[src/rtl/cisp_pkg.sv]
// Shared types and constants for the captioned image stream parser.
// No dependencies; the files that use it refer to it by scoped names.
package cisp_pkg;

  // Magic bytes in file order, first byte in the low lane.
  localparam logic [31:0] MAGIC_WORD  = 32'h4646_4943;
  localparam logic [7:0]  CHAR_NL     = 8'h0A;
  localparam logic [7:0]  CHAR_NUL    = 8'h00;
  // Magic plus the header size field itself.
  localparam logic [63:0] HDR_FIXED   = 64'd12;
  // Content size, width and height fields.
  localparam logic [63:0] HDR_FIELDS  = 64'd24;
  localparam logic [63:0] FIELD_BYTES = 64'd8;
  localparam logic [2:0]  FIELD_LAST  = 3'd7;
  localparam logic [2:0]  MAGIC_LAST  = 3'd3;

  typedef enum logic [2:0] {
    KIND_DIMS     = 3'd0,
    KIND_CAP_BYTE = 3'd1,
    KIND_CAP_END  = 3'd2,
    KIND_TAG_BYTE = 3'd3,
    KIND_TAG_END  = 3'd4,
    KIND_PIXEL    = 3'd5,
    KIND_FINISH   = 3'd6
  } kind_t;

  typedef enum logic [2:0] {
    ST_OK        = 3'd0,
    ST_BAD_MAGIC = 3'd1,
    ST_BAD_SIZE  = 3'd2,
    ST_CAPTION   = 3'd3,
    ST_TAG       = 3'd4,
    ST_EOF       = 3'd5
  } status_t;

  typedef enum logic [3:0] {
    S_MAGIC,
    S_HSIZE,
    S_CSIZE,
    S_WIDTH,
    S_HEIGHT,
    S_MUL,
    S_CAPTION,
    S_TAGS,
    S_PIXELS,
    S_TRAIL,
    S_DEAD,
    S_SECOND
  } state_t;

  // One result word as it sits in the output queue.
  typedef struct packed {
    kind_t       kind;
    logic [7:0]  text_byte;
    logic [63:0] width_px;
    logic [63:0] height_px;
    logic [7:0]  red;
    logic [7:0]  green;
    logic [7:0]  blue;
    status_t     status;
    logic        last_of_run;
  } res_t;

  // Controller to datapath.
  typedef struct packed {
    logic    idx_clr;
    logic    idx_inc;
    logic    fld_load;
    logic    hleft_hsize;
    logic    hleft_sub8;
    logic    hleft_dec;
    logic    content_load;
    logic    content_dec;
    logic    width_load;
    logic    height_load;
    logic    red_load;
    logic    green_load;
    logic    push;
    kind_t   res_kind;
    status_t res_status;
    logic    res_last;
  } cmd_t;

  // Datapath to controller.
  typedef struct packed {
    logic [2:0] idx;
    logic       magic_match;
    logic       byte_nl;
    logic       byte_nul;
    logic       hsize_short;
    logic       hleft_zero;
    logic       hleft_one;
    logic       content_zero;
    logic       content_one;
    logic       mul_done;
    logic       size_match;
  } sts_t;

endpackage

[src/rtl/cisp_if.sv]
// Valid/ready channel interfaces for the parser's input and result words.
// Uses no package; widths follow the field list of the block.
interface cisp_in_if;
  logic       valid;
  logic       ready;
  logic [7:0] data_byte;
  logic       end_of_file;

  modport source (output valid, data_byte, end_of_file, input ready);
  modport sink   (input valid, data_byte, end_of_file, output ready);
endinterface

interface cisp_out_if;
  logic        valid;
  logic        ready;
  logic [2:0]  kind;
  logic [7:0]  text_byte;
  logic [63:0] width_px;
  logic [63:0] height_px;
  logic [7:0]  red;
  logic [7:0]  green;
  logic [7:0]  blue;
  logic [2:0]  status;
  logic        last_of_run;

  modport source (output valid, kind, text_byte, width_px, height_px,
                  red, green, blue, status, last_of_run, input ready);
  modport sink   (input valid, kind, text_byte, width_px, height_px,
                  red, green, blue, status, last_of_run, output ready);
endinterface

[src/rtl/cisp_mul.sv]
// Shift-add multiplier, 64 x 64 bits modulo 2^64, one multiplier bit per cycle.
// Depends on nothing; used by the datapath for the content size check.
module cisp_mul (
  input  logic        clk,
  input  logic        rst_n,
  input  logic        start,
  input  logic [63:0] mcand,
  input  logic [63:0] mplier,
  output logic [63:0] prod,
  output logic        done
);

  localparam logic [5:0] LAST_STEP = 6'd63;

  logic        busy_r;
  logic [5:0]  cnt_r;
  logic [63:0] acc_r;
  logic [63:0] mc_r;
  logic [63:0] mp_r;

  // step counter
  always_ff @(posedge clk) begin
    if (!rst_n) begin
      busy_r <= 1'b0;
      cnt_r  <= '0;
    end else if (start) begin
      busy_r <= 1'b1;
      cnt_r  <= '0;
    end else if (busy_r) begin
      cnt_r <= cnt_r + 6'd1;
      if (cnt_r == LAST_STEP) busy_r <= 1'b0;
    end
  end

  // accumulate shifted multiplicand where the multiplier bit is set
  always_ff @(posedge clk) begin
    if (start) begin
      acc_r <= '0;
      mc_r  <= mcand;
      mp_r  <= mplier;
    end else if (busy_r) begin
      if (mp_r[0]) acc_r <= acc_r + mc_r;
      mc_r <= {mc_r[62:0], 1'b0};
      mp_r <= {1'b0, mp_r[63:1]};
    end
  end

  assign prod = acc_r;
  assign done = !busy_r;

endmodule

[src/rtl/cisp_outq.sv]
// Two-word result queue that drives the output channel.
// Depends on cisp_pkg (res_t) and cisp_if (cisp_out_if).
module cisp_outq (
  input  logic            clk,
  input  logic            rst_n,
  input  logic            push,
  input  cisp_pkg::res_t  din,
  output logic            full,
  cisp_out_if.source      out_q
);

  cisp_pkg::res_t q_r [2];
  logic           wr_ptr_r;
  logic           rd_ptr_r;
  logic [1:0]     cnt_r;
  logic           pop;

  assign pop  = out_q.valid && out_q.ready;
  assign full = (cnt_r == 2'd2);

  // pointers and fill count
  always_ff @(posedge clk) begin
    if (!rst_n) begin
      wr_ptr_r <= 1'b0;
      rd_ptr_r <= 1'b0;
      cnt_r    <= '0;
    end else begin
      if (push) wr_ptr_r <= !wr_ptr_r;
      if (pop)  rd_ptr_r <= !rd_ptr_r;
      cnt_r <= cnt_r + {1'b0, push} - {1'b0, pop};
    end
  end

  // storage
  always_ff @(posedge clk) begin
    if (push) q_r[wr_ptr_r] <= din;
  end

  assign out_q.valid       = (cnt_r != 2'd0);
  assign out_q.kind        = q_r[rd_ptr_r].kind;
  assign out_q.text_byte   = q_r[rd_ptr_r].text_byte;
  assign out_q.width_px    = q_r[rd_ptr_r].width_px;
  assign out_q.height_px   = q_r[rd_ptr_r].height_px;
  assign out_q.red         = q_r[rd_ptr_r].red;
  assign out_q.green       = q_r[rd_ptr_r].green;
  assign out_q.blue        = q_r[rd_ptr_r].blue;
  assign out_q.status      = q_r[rd_ptr_r].status;
  assign out_q.last_of_run = q_r[rd_ptr_r].last_of_run;

endmodule

[src/rtl/cisp_dp.sv]
// Parser datapath: field assembly, header/content counters, dimensions,
// pixel bytes, size multiplier and result word build. Uses cisp_pkg, cisp_mul.
module cisp_dp (
  input  logic           clk,
  input  logic           rst_n,
  input  logic [7:0]     in_byte,
  input  cisp_pkg::cmd_t cmd,
  output cisp_pkg::sts_t sts,
  output cisp_pkg::res_t res
);

  logic [2:0]  idx_r;
  logic [63:0] field_r;
  logic [63:0] hleft_r;
  logic [63:0] content_r;
  logic [63:0] width_r;
  logic [63:0] height_r;
  logic [7:0]  red_r;
  logic [7:0]  green_r;

  logic [63:0] fld_v;
  logic [63:0] hsize_left;
  logic [63:0] width_x3;
  logic [63:0] prod;
  logic        mul_done;

  // field value as it stands once the current byte lands in the top lane
  assign fld_v      = {in_byte, field_r[55:0]};
  assign hsize_left = fld_v - cisp_pkg::HDR_FIXED;
  assign width_x3   = width_r + {width_r[62:0], 1'b0};

  // byte index within magic, field or pixel
  always_ff @(posedge clk) begin
    if (!rst_n) begin
      idx_r <= '0;
    end else if (cmd.idx_clr) begin
      idx_r <= '0;
    end else if (cmd.idx_inc) begin
      idx_r <= idx_r + 3'd1;
    end
  end

  // header and body registers
  always_ff @(posedge clk) begin
    if (cmd.fld_load) field_r[{idx_r, 3'b000} +: 8] <= in_byte;

    if (cmd.hleft_hsize) begin
      hleft_r <= hsize_left;
    end else if (cmd.hleft_sub8) begin
      hleft_r <= hleft_r - cisp_pkg::FIELD_BYTES;
    end else if (cmd.hleft_dec) begin
      hleft_r <= hleft_r - 64'd1;
    end

    if (cmd.content_load) begin
      content_r <= fld_v;
    end else if (cmd.content_dec) begin
      content_r <= content_r - 64'd1;
    end

    if (cmd.width_load)  width_r  <= fld_v;
    if (cmd.height_load) height_r <= fld_v;
    if (cmd.red_load)    red_r    <= in_byte;
    if (cmd.green_load)  green_r  <= in_byte;
  end

  // 3 * width * height, started by the byte that completes the height
  cisp_mul u_mul (
    .clk    (clk),
    .rst_n  (rst_n),
    .start  (cmd.height_load),
    .mcand  (width_x3),
    .mplier (fld_v),
    .prod   (prod),
    .done   (mul_done)
  );

  // status back to the controller
  always_comb begin
    sts              = '0;
    sts.idx          = idx_r;
    sts.magic_match  = (in_byte == cisp_pkg::MAGIC_WORD[{idx_r[1:0], 3'b000} +: 8]);
    sts.byte_nl      = (in_byte == cisp_pkg::CHAR_NL);
    sts.byte_nul     = (in_byte == cisp_pkg::CHAR_NUL);
    sts.hsize_short  = (hsize_left < cisp_pkg::HDR_FIELDS);
    sts.hleft_zero   = (hleft_r == 64'd0);
    sts.hleft_one    = (hleft_r == 64'd1);
    sts.content_zero = (content_r == 64'd0);
    sts.content_one  = (content_r == 64'd1);
    sts.mul_done     = mul_done;
    sts.size_match   = (content_r == prod);
  end

  // result word; fields not used by the kind stay zero
  always_comb begin
    res             = '0;
    res.kind        = cmd.res_kind;
    res.status      = cmd.res_status;
    res.last_of_run = cmd.res_last;
    case (cmd.res_kind) inside
      cisp_pkg::KIND_CAP_BYTE, cisp_pkg::KIND_TAG_BYTE: begin
        res.text_byte = in_byte;
      end
      cisp_pkg::KIND_CAP_END: begin
        res.text_byte = cisp_pkg::CHAR_NL;
      end
      cisp_pkg::KIND_DIMS: begin
        res.width_px  = width_r;
        res.height_px = height_r;
      end
      cisp_pkg::KIND_PIXEL: begin
        res.red   = red_r;
        res.green = green_r;
        res.blue  = in_byte;
      end
      default: ;
    endcase
  end

endmodule

[src/rtl/cisp_ctrl.sv]
// Parser controller: file phase state machine, result sequencing and
// end-of-file handling. Uses cisp_pkg; drives the datapath by command word.
module cisp_ctrl (
  input  logic           clk,
  input  logic           rst_n,
  input  logic           in_valid,
  input  logic           in_eof,
  output logic           in_ready,
  input  logic           q_full,
  input  cisp_pkg::sts_t sts,
  output cisp_pkg::cmd_t cmd
);

  cisp_pkg::state_t  state_r, state_nxt;
  cisp_pkg::state_t  ret_r, ret_nxt;
  cisp_pkg::status_t sec_r, sec_nxt;
  logic              eof_r, eof_nxt;

  // state registers
  always_ff @(posedge clk) begin
    if (!rst_n) begin
      state_r <= cisp_pkg::S_MAGIC;
      ret_r   <= cisp_pkg::S_MAGIC;
      sec_r   <= cisp_pkg::ST_OK;
      eof_r   <= 1'b0;
    end else begin
      state_r <= state_nxt;
      ret_r   <= ret_nxt;
      sec_r   <= sec_nxt;
      eof_r   <= eof_nxt;
    end
  end

  // next state and commands
  always_comb begin
    logic              run;
    logic              defer;
    logic              eof_now;
    logic              have0;
    logic              have1;
    logic              fin;
    cisp_pkg::kind_t   k0;
    cisp_pkg::status_t st0;
    cisp_pkg::status_t st1;
    cisp_pkg::status_t st_e;
    cisp_pkg::state_t  nxt_ph;
    cisp_pkg::state_t  ret;

    cmd            = '0;
    cmd.res_kind   = cisp_pkg::KIND_FINISH;
    cmd.res_status = cisp_pkg::ST_OK;
    state_nxt      = state_r;
    ret_nxt        = ret_r;
    sec_nxt        = sec_r;
    eof_nxt        = eof_r;

    run     = 1'b0;
    defer   = 1'b0;
    eof_now = in_eof;
    have0   = 1'b0;
    have1   = 1'b0;
    fin     = (state_r == cisp_pkg::S_DEAD);
    k0      = cisp_pkg::KIND_FINISH;
    st0     = cisp_pkg::ST_OK;
    st1     = cisp_pkg::ST_OK;
    st_e    = cisp_pkg::ST_OK;
    nxt_ph  = state_r;
    ret     = state_r;

    in_ready = (state_r != cisp_pkg::S_MUL) && (state_r != cisp_pkg::S_SECOND) && !q_full;

    unique case (state_r)
      // size check finished: dims or bad size for the height byte
      cisp_pkg::S_MUL: begin
        if (sts.mul_done && !q_full) begin
          run     = 1'b1;
          eof_now = eof_r;
          have0   = 1'b1;
          if (!sts.size_match) begin
            st0 = cisp_pkg::ST_BAD_SIZE;
            fin = 1'b1;
          end else begin
            k0     = cisp_pkg::KIND_DIMS;
            nxt_ph = cisp_pkg::S_CAPTION;
            if (sts.hleft_zero) begin
              have1 = 1'b1;
              st1   = cisp_pkg::ST_CAPTION;
              fin   = 1'b1;
            end
          end
        end
      end

      // trailing finish word of a two-result byte
      cisp_pkg::S_SECOND: begin
        if (!q_full) begin
          cmd.push       = 1'b1;
          cmd.res_kind   = cisp_pkg::KIND_FINISH;
          cmd.res_status = sec_r;
          cmd.res_last   = 1'b1;
          state_nxt      = ret_r;
        end
      end

      default: begin
        if (in_valid && in_ready) begin
          run = 1'b1;
          case (state_r)
            cisp_pkg::S_MAGIC: begin
              if (!sts.magic_match) begin
                have0 = 1'b1;
                st0   = cisp_pkg::ST_BAD_MAGIC;
                fin   = 1'b1;
              end else if (sts.idx == cisp_pkg::MAGIC_LAST) begin
                cmd.idx_clr = 1'b1;
                nxt_ph      = cisp_pkg::S_HSIZE;
              end else begin
                cmd.idx_inc = 1'b1;
              end
            end

            cisp_pkg::S_HSIZE, cisp_pkg::S_CSIZE, cisp_pkg::S_WIDTH,
            cisp_pkg::S_HEIGHT: begin
              cmd.fld_load = 1'b1;
              if (sts.idx != cisp_pkg::FIELD_LAST) begin
                cmd.idx_inc = 1'b1;
              end else begin
                cmd.idx_clr = 1'b1;
                case (state_r)
                  cisp_pkg::S_HSIZE: begin
                    cmd.hleft_hsize = 1'b1;
                    if (sts.hsize_short) begin
                      have0 = 1'b1;
                      st0   = cisp_pkg::ST_EOF;
                      fin   = 1'b1;
                    end else begin
                      nxt_ph = cisp_pkg::S_CSIZE;
                    end
                  end
                  cisp_pkg::S_CSIZE: begin
                    cmd.content_load = 1'b1;
                    cmd.hleft_sub8   = 1'b1;
                    nxt_ph           = cisp_pkg::S_WIDTH;
                  end
                  cisp_pkg::S_WIDTH: begin
                    cmd.width_load = 1'b1;
                    cmd.hleft_sub8 = 1'b1;
                    nxt_ph         = cisp_pkg::S_HEIGHT;
                  end
                  default: begin
                    // height: start the size multiply and hold the eof mark
                    cmd.height_load = 1'b1;
                    cmd.hleft_sub8  = 1'b1;
                    defer           = 1'b1;
                    eof_nxt         = in_eof;
                    state_nxt       = cisp_pkg::S_MUL;
                  end
                endcase
              end
            end

            cisp_pkg::S_CAPTION: begin
              cmd.hleft_dec = 1'b1;
              have0         = 1'b1;
              if (sts.byte_nl) begin
                k0     = cisp_pkg::KIND_CAP_END;
                nxt_ph = cisp_pkg::S_TAGS;
                if (sts.hleft_one) begin
                  cmd.idx_clr = 1'b1;
                  nxt_ph = sts.content_zero ? cisp_pkg::S_TRAIL : cisp_pkg::S_PIXELS;
                end
              end else begin
                k0 = cisp_pkg::KIND_CAP_BYTE;
                if (sts.hleft_one) begin
                  have1 = 1'b1;
                  st1   = cisp_pkg::ST_CAPTION;
                  fin   = 1'b1;
                end
              end
            end

            cisp_pkg::S_TAGS: begin
              have0 = 1'b1;
              if (sts.byte_nl) begin
                st0 = cisp_pkg::ST_TAG;
                fin = 1'b1;
              end else begin
                cmd.hleft_dec = 1'b1;
                if (sts.byte_nul) begin
                  k0 = cisp_pkg::KIND_TAG_END;
                  if (sts.hleft_one) begin
                    cmd.idx_clr = 1'b1;
                    nxt_ph = sts.content_zero ? cisp_pkg::S_TRAIL : cisp_pkg::S_PIXELS;
                  end
                end else begin
                  k0 = cisp_pkg::KIND_TAG_BYTE;
                  if (sts.hleft_one) begin
                    have1 = 1'b1;
                    st1   = cisp_pkg::ST_TAG;
                    fin   = 1'b1;
                  end
                end
              end
            end

            cisp_pkg::S_PIXELS: begin
              cmd.content_dec = 1'b1;
              case (sts.idx)
                3'd0: begin
                  cmd.red_load = 1'b1;
                  cmd.idx_inc  = 1'b1;
                end
                3'd1: begin
                  cmd.green_load = 1'b1;
                  cmd.idx_inc    = 1'b1;
                end
                default: begin
                  have0       = 1'b1;
                  k0          = cisp_pkg::KIND_PIXEL;
                  cmd.idx_clr = 1'b1;
                end
              endcase
              // a partial pixel at the end of the content is dropped
              if (sts.content_one) begin
                cmd.idx_clr = 1'b1;
                nxt_ph      = cisp_pkg::S_TRAIL;
              end
            end

            default: ;
          endcase
        end
      end
    endcase

    // end-of-file finish, file restart and second-word hand-off
    if (run && !defer) begin
      if (eof_now && !fin) begin
        st_e = (nxt_ph == cisp_pkg::S_TRAIL) ? cisp_pkg::ST_OK : cisp_pkg::ST_EOF;
        if (!have0) begin
          have0 = 1'b1;
          k0    = cisp_pkg::KIND_FINISH;
          st0   = st_e;
        end else begin
          have1 = 1'b1;
          st1   = st_e;
        end
      end
      if (eof_now) begin
        ret         = cisp_pkg::S_MAGIC;
        cmd.idx_clr = 1'b1;
      end else if (fin) begin
        ret = cisp_pkg::S_DEAD;
      end else begin
        ret = nxt_ph;
      end
      cmd.push       = have0;
      cmd.res_kind   = k0;
      cmd.res_status = st0;
      cmd.res_last   = !have1;
      if (have1) begin
        state_nxt = cisp_pkg::S_SECOND;
        ret_nxt   = ret;
        sec_nxt   = st1;
      end else begin
        state_nxt = ret;
      end
    end
  end

endmodule

[src/rtl/captioned_image_stream_parser.sv]
// Top level of the captioned image stream parser: controller, datapath and
// result queue. Depends on cisp_pkg, cisp_if, cisp_ctrl, cisp_dp, cisp_outq.
//
//   channel   dir  word                                  handshake
//   in_ch     in   data_byte[7:0], end_of_file           valid/ready
//   out_ch    out  kind, text_byte, width_px/height_px,  valid/ready
//                  red/green/blue, status, last_of_run
//
// One byte per cycle in the common case. The byte that completes the height
// field is accepted first; the input then waits through the 64 steps of the
// shift-add multiply for the 3*width*height check and the push of the result word.
// A byte that causes two result words holds the input while the second word is pushed.
// Otherwise the input stalls only while the two-word result queue is full.
// Reset is synchronous; the parser takes a byte the cycle after reset.
module captioned_image_stream_parser (
  input  logic       clk,
  input  logic       rst_n,
  cisp_in_if.sink    in_ch,
  cisp_out_if.source out_ch
);

  cisp_pkg::cmd_t cmd;
  cisp_pkg::sts_t sts;
  cisp_pkg::res_t res;
  logic           q_full;

  cisp_ctrl u_ctrl (
    .clk      (clk),
    .rst_n    (rst_n),
    .in_valid (in_ch.valid),
    .in_eof   (in_ch.end_of_file),
    .in_ready (in_ch.ready),
    .q_full   (q_full),
    .sts      (sts),
    .cmd      (cmd)
  );

  cisp_dp u_dp (
    .clk     (clk),
    .rst_n   (rst_n),
    .in_byte (in_ch.data_byte),
    .cmd     (cmd),
    .sts     (sts),
    .res     (res)
  );

  cisp_outq u_outq (
    .clk   (clk),
    .rst_n (rst_n),
    .push  (cmd.push),
    .din   (res),
    .full  (q_full),
    .out_q (out_ch)
  );

endmodule
[src/flat_wrapper.sv]
// flat-port wrapper written by rule: the top's interface ports become plain ports
module captioned_image_stream_parser_flat 
  (clk, rst_n, in_ch_valid, in_ch_data_byte, in_ch_end_of_file, in_ch_ready, out_ch_valid, out_ch_kind, out_ch_text_byte, out_ch_width_px, out_ch_height_px, out_ch_red, out_ch_green, out_ch_blue, out_ch_status, out_ch_last_of_run, out_ch_ready);
  cisp_in_if in_ch_i ();
  cisp_out_if out_ch_i ();
  input  logic clk;
  input  logic rst_n;
  input wire logic [$bits(in_ch_i.valid)-1:0] in_ch_valid;
  input wire logic [$bits(in_ch_i.data_byte)-1:0] in_ch_data_byte;
  input wire logic [$bits(in_ch_i.end_of_file)-1:0] in_ch_end_of_file;
  output wire logic [$bits(in_ch_i.ready)-1:0] in_ch_ready;
  output wire logic [$bits(out_ch_i.valid)-1:0] out_ch_valid;
  output wire logic [$bits(out_ch_i.kind)-1:0] out_ch_kind;
  output wire logic [$bits(out_ch_i.text_byte)-1:0] out_ch_text_byte;
  output wire logic [$bits(out_ch_i.width_px)-1:0] out_ch_width_px;
  output wire logic [$bits(out_ch_i.height_px)-1:0] out_ch_height_px;
  output wire logic [$bits(out_ch_i.red)-1:0] out_ch_red;
  output wire logic [$bits(out_ch_i.green)-1:0] out_ch_green;
  output wire logic [$bits(out_ch_i.blue)-1:0] out_ch_blue;
  output wire logic [$bits(out_ch_i.status)-1:0] out_ch_status;
  output wire logic [$bits(out_ch_i.last_of_run)-1:0] out_ch_last_of_run;
  input wire logic [$bits(out_ch_i.ready)-1:0] out_ch_ready;
  assign in_ch_i.valid = in_ch_valid;
  assign in_ch_i.data_byte = in_ch_data_byte;
  assign in_ch_i.end_of_file = in_ch_end_of_file;
  assign in_ch_ready = in_ch_i.ready;
  assign out_ch_valid = out_ch_i.valid;
  assign out_ch_kind = out_ch_i.kind;
  assign out_ch_text_byte = out_ch_i.text_byte;
  assign out_ch_width_px = out_ch_i.width_px;
  assign out_ch_height_px = out_ch_i.height_px;
  assign out_ch_red = out_ch_i.red;
  assign out_ch_green = out_ch_i.green;
  assign out_ch_blue = out_ch_i.blue;
  assign out_ch_status = out_ch_i.status;
  assign out_ch_last_of_run = out_ch_i.last_of_run;
  assign out_ch_i.ready = out_ch_ready;
  captioned_image_stream_parser u_core (.clk(clk), .rst_n(rst_n), .in_ch(in_ch_i), .out_ch(out_ch_i));
endmodule
[config.mk]
export PLATFORM = sky130hd
export DESIGN_NAME = captioned_image_stream_parser_flat
export DESIGN_NICKNAME = d
export VERILOG_FILES = /design/src/rtl/cisp_pkg.sv /design/src/rtl/cisp_if.sv /design/src/rtl/cisp_mul.sv /design/src/rtl/cisp_outq.sv /design/src/rtl/cisp_dp.sv /design/src/rtl/cisp_ctrl.sv /design/src/rtl/captioned_image_stream_parser.sv /design/src/flat_wrapper.sv
export SDC_FILE = /design/constraint.sdc
export NUM_CORES = 2
export LEC_CHECK = 0
export BUFFER_PORTS_ARGS = -buffer_cell sky130_fd_sc_hd__buf_2
export CORE_MARGIN = 4
export CORE_UTILIZATION = 56
export DETAILED_ROUTE_END_ITERATION = 7
export PLACE_DENSITY_LB_ADDON = 0.1
export SLEW_MARGIN = 20
export SYNTH_ARGS = -nofsm -noshare
export SYNTH_HDL_FRONTEND = slang
export SYNTH_HIERARCHICAL = 1
export SYNTH_SLANG_ARGS = --single-unit
[constraint.sdc]
create_clock -name clk -period 36.1 [get_ports clk]
set_input_delay 1.805 -clock clk [delete_from_list [all_inputs] [get_ports clk]]
set_output_delay 1.805 -clock clk [all_outputs]
set_load 0.05 [all_outputs]
-- After elaboration in Yosys (flattened, before gate mapping)
Memory sizes are Yosys's and may differ from the RTL's. A register that Yosys moved wholly into a read port is not among the register bits.
Index checks and enable logic that the tools add are counted.
- output and inout port bits: 169
- input port bits: 13
- logic and storage cells: 280
- memories kept: 1
- bits in registers: 554
- RAM bits: 334
- add/subtract/negate cells: 11
- reductions and logical operators: 38
- order comparisons: 1
- multiplexer cells: 171
- bitwise gates (word level): 4
- shift operators: 3
- equality and inequality tests: 31
- memories (memory ; depth ; bits a word ; rd ports ; clocked after memory_dff ; write ports ; RTL line ; text):
    u_core.u_outq.q_r ; 2 ; 167 ; 1 ; 1 ; 1 ; cisp_outq.sv:12 ; cisp_pkg::res_t q_r [2];
- operators by type and width (operator ; count):
    two-way mux 64 bit ; 9
    two-way mux 128 bit ; 3
    adder 64 bit ; 2
    equality test 64 x 1 -> 1 bit, second input constant ; 2
    zero test 64 bit ; 2
    subtractor 64 x 1 -> 64 bit, second input constant ; 2
    subtractor 64 x 4 -> 64 bit, second input constant ; 2
    two-way mux 24 bit ; 4
    two-way mux 4 bit ; 23
    two-way mux 1 bit ; 69
    two-way mux 3 bit ; 23
    bitwise mux 64 bit ; 1
    equality test 64 bit ; 1
    < comparator 64 x 5 -> 1 bit, second input constant ; 1
    variable shift 8 x 8 -> 64 bit, first input constant ; 1
    variable part select 8 x 8 -> 64 bit ; 1
    two-way mux 8 bit ; 4
    variable part select 32 x 6 -> 8 bit, first input constant ; 1
    two-way mux 2 bit ; 13
    two-way mux 12 bit ; 2
    one-hot mux 3 bit (2 select lines) ; 4
    one-hot mux 4 bit (5 select lines) ; 1
    one-hot mux 3 bit (3 select lines) ; 2
    equality test 4 x 3 -> 1 bit, second input constant ; 4
    40 further kinds ; 82

-- Logic depth before layout (Yosys ltp)
- depth after elaboration: 19
- mapped depth: 22
- depth with buffers taken out: 19

-- Modules after synthesis
Netlist, hierarchy kept.
- by module, submodules not included (module ; cells each ; area each (um^2) ; times used):
    cisp_dp ; 2142 ; 21181.6 ; 1
    cisp_outq ; 543 ; 12837.3 ; 1
    cisp_mul ; 1122 ; 11743.8 ; 1
    cisp_ctrl ; 211 ; 1506.4 ; 1

-- Least setup slack after synthesis
OpenSTA, ideal clock, no wires.
- path type: input to register
- from: input port in_ch_valid
- to: memory u_core/u_outq/q_r[1][0] (netlist name) (enable)
- setup slack: 22.761 ns
- arrival: 12.345 ns
- stages: 7
- setup time: 0.993 ns
- path through: and2b_1 -> nand2_1 -> nor4b_1 -> a21oi_1 -> o21ai_0 -> nand2_1 -> and2_1
- RTL lines (element ; RTL line ; text):
    start, declared ; flat_wrapper.sv:8 ; input wire logic [$bits(in_ch_i.valid)-1:0] in_ch_valid;
    end, declared ; cisp_outq.sv:12 ;

==> results.json <==
{
  "cts_resized": 0,
  "antenna_found_initial": 18,
  "crit_chain": "or4_1 -> nand3b_1 -> or3_1 -> nor3_1 -> xnor2_1 -> nand2_1 -> or4b_2 -> or4b_1 -> or4_1 -> nor3_2 -> a32oi_1 -> a31o_1 -> nand2_1 -> o21ai_0 -> nand2_1 -> nor2b_4 -> buf_4 -> buf_4 -> buf_4",
  "met1_length_um": 58800,
  "insertion_delay_ns": 0.69,
  "hold_start": "u_core/u_ctrl/sec_r[1]",
  "cts_made_buffers": 93,
  "hpwl_um": 95000,
  "outcome": "complete, no violations",
  "clkSlewWorstSetupHoldPaths_ns": 0.07,
  "wl_met3_um": 13200,
  "reg2reg_slack_ns": 27.64,
  "antenna_left": 0,
  "period_share": 0.234,
  "setup_viol": 0,
  "syn_nets": 4174,
  "gp_congestion": 0.970,
  "p_leak_nw": 18.7,
  "overflow": 0,
  "ir_drop_uv": 53.5,
  "tightest_slew_ns": 1.08,
  "top_layer_used": "met5",
  "num_rows": 106,
  "io_buffers": 181,
  "maxCapViolCount": 0,
  "ctsHoldBuffers": 0,
  "syn-instance-count": 4018,
  "ys_ff_latch": 881,
  "cp-start-kind": "flip-flop",
  "dp.cells": 5164,
  "power_frac_comb": 0.221,
  "cts_tree": "done",
  "wl_per_cell_um": 25.0,
  "cts.sink_count": 881,
  "post_cts.repair.setup_buffers": 0,
  "hold_class": "flip-flop to flip-flop",
  "period_needed_ns": 8.46,
  "dr_wl_met2_um": 59100,
  "yosys.cell_types.count": 118,
  "critPathSlowestCell": "buf_4",
  "firstDrtPassIters": 6,
  "ios": 182,
  "path_max_fanout": 70,
  "p_int_mw": 2.03,
  "crit_type": "flip-flop to flip-flop",
  "synth_warnings": 6,
  "area_delta_synth_final_pct": 10.6,
  "worstSetupStartpoint": "u_core/u_dp/field_r[9]",
  "critPathMaxStageDelay_ns": 0.83,
  "drv_slew": 0,
  "swShare": 0.314,
  "grt.total_usage": 0.291,
  "fmax_mhz": 118,
  "syn_area_um2": 47300,
  "synth-main-ff-cell": "edfxtp_1",
  "layout-drive-gt1-share": 0.177,
  "slew_headroom": 0.276,
  "rsz0062_at_grt": "false",
  "cts_max_path_buffers": 3,
  "totalWireLength_um": 134000,
  "fin_skew_ns": 0.0659,
  "fin_cells": 5341,
  "syn-mean-instance-area_um2": 11.8,
  "core_area_um2": 83700,
  "htree_levels": 3,
  "clock_power_share": 0.352,
  "fp.dieW_um": 299,
  "power.density_nw_per_um2": 56.5,
  "async_reset_ff_frac": 0,
  "p_sw_mw": 0.928,
  "synth-edff-count": 790,
  "die_h_um": 299,
  "initial_core_util": 0.565,
  "vias": 32800,
  "hold_slack_ns": 0.462,
  "crit_required_ns": 36.35,
  "tns_ns": 0,
  "grt_max_degree": 124,
  "crit_arrival_ns": 8.71,
  "rr_startpoint": "u_core/u_dp/field_r[9]",
  "seqPwrFrac": 0.427,
  "die_area_um2": 89100,
  "endpoint_kind": "flip-flop",
  "root_buffer": "clkbuf_16",
  "drc": 0,
  "grt_pass1_wl_um": 197000,
  "final_net_count": 4281,
  "hold_viol_final": 0,
  "vias_per_cell": 6.14,
  "seq_area_frac_synth": 0.540,
  "grt_pass1_vias": 30300,
  "drtIter0Drc": 4023
}
## cell usage in the layout (no fill, tap or decap), types with 21 or more instances in the layout
| cell | n |
|---|---|
| mux2_4 | 130 |
| a31oi_1 | 26 |
| nor3_1 | 88 |
| nand2b_1 | 28 |
| o21a_1 | 21 |
| edfxtp_1 | 790 |
| buf_2 | 181 |
| nor4_1 | 59 |
| mux2_2 | 164 |
| clkbuf_16 | 93 |
| a21oi_1 | 244 |
| o21ai_0 | 169 |
| nand4_1 | 58 |
| and3_1 | 26 |
| xnor2_1 | 171 |
| and2_1 | 235 |
| nand2_1 | 374 |
| buf_4 | 34 |
| nand3_1 | 47 |
| xor2_1 | 190 |
| or3_1 | 27 |
| inv_1 | 53 |
| nor2b_1 | 24 |
| dfxtp_1 | 90 |
| nor2_1 | 223 |
| a21o_1 | 88 |
| or4_1 | 23 |
| ha_1 | 141 |
| o21bai_1 | 29 |
| a211oi_1 | 22 |
## cell usage after synthesis (47+ instances only)
cell type / number / area [µm²]
a21o_1: 88 / 661
a21oi_1: 244 / 1220
and2_1: 237 / 1480
clkbuf_1: 136 / 510
dfxtp_1: 91 / 1820
edfxtp_1: 790 / 23700
ha_1: 141 / 1760
inv_1: 53 / 199
mux2_2: 164 / 1850
mux2_4: 130 / 1950
nand2_1: 376 / 1410
nand3_1: 47 / 235
nand4_1: 58 / 363
nor2_1: 225 / 845
nor3_1: 90 / 450
nor4_1: 63 / 394
o21ai_0: 169 / 846
xnor2_1: 171 / 1500
xor2_1: 190 / 1660
## logic make-up after synthesis
kind of cell / synth area share
compound gates: 0.0993
xor+xnor: 0.0674
fa+ha+maj: 0.0382
buf+inv: 0.0262
flops: 0.540
mux: 0.0827
simple gates: 0.146
## power groups by stage
stage | Sequential (mW) | Combinational, mW | Clock [mW]
floorplan | 1.28 | 0.531 | 0
global placement | 1.28 | 0.658 | 0
detailed placement | 1.28 | 0.658 | 0
CTS | 1.26 | 0.659 | 1.06
global route | 1.27 | 0.684 | 1.10
finish | 1.26 | 0.654 | 1.04
## final timing paths
kind / endpoint / cells after the start
min: u_core/u_ctrl/sec_r[1] / 2
max: u_core/u_outq/q_r[0][49] / 19
min reg2reg: u_core/u_ctrl/sec_r[1] / 2
max reg2reg: u_core/u_outq/q_r[0][49] / 19
## per-stage QoR
| stage | utilization | setup slack [ns] | power (mW) | instance area [µm²] |
|---|---|---|---|---|
| 2_1_floorplan | - | 22.76 | 1.81 | 47300 |
| 4_1_cts | 0.624 | 27.56 | 2.98 | 52200 |
| 3_5_place_dp | 0.584 | 27.16 | 1.94 | 48900 |
| 5_1_grt | 0.625 | 27.27 | 3.05 | 52300 |
| 3_3_place_gp | 0.584 | 27.23 | 1.94 | 48900 |
| 6_report | 0.625 | 27.64 | 2.95 | 52300 |
## state kept, by name, summed over array words and instances, names as in the netlist, 8 cells and up, named ones only
register and cells:
u_core/u_outq/q_r 334, u_core/u_dp/red_r 8, u_core/u_dp/content_r 64, u_core/u_dp/u_mul/mp_r 64, u_core/u_dp/green_r 8, u_core/u_dp/hleft_r 64
u_core/u_dp/height_r 64, u_core/u_dp/field_r 56, u_core/u_dp/u_mul/prod 64, u_core/u_dp/width_r 64, u_core/u_dp/u_mul/mc_r 64
## cell type report
| class | instances | area, µm² |
|---|---|---|
| fillers | 6699 | 31400 |
| flip-flops and latches | 881 | 25500 |
| diodes | 4 | 10.0 |
| clock inverters | 60 | 890 |
| repair buffers | 216 | 1180 |
| clock buffers | 113 | 2450 |
| inverters | 55 | 206 |
| multi-input cells | 2878 | 20600 |
| well taps | 1134 | 1420 |
## worst max-delay path: cells and delay by family, from the launching register on
kind | cells | cell delay [ns]
compound gates | 3 | 0.61
xor+xnor | 1 | 0.17
buf+inv | 3 | 2.06
flops | 1 | 0.57
simple gates | 12 | 4.48
## per-layer routing
layer,global-route usage,up-vias
met1,0.437,16100
met4,0.0664,4
met3,0.0588,157
li1,-,15100
met5,0,-
met2,0.440,1458
Note: power is estimated with default switching activity, not from simulation.
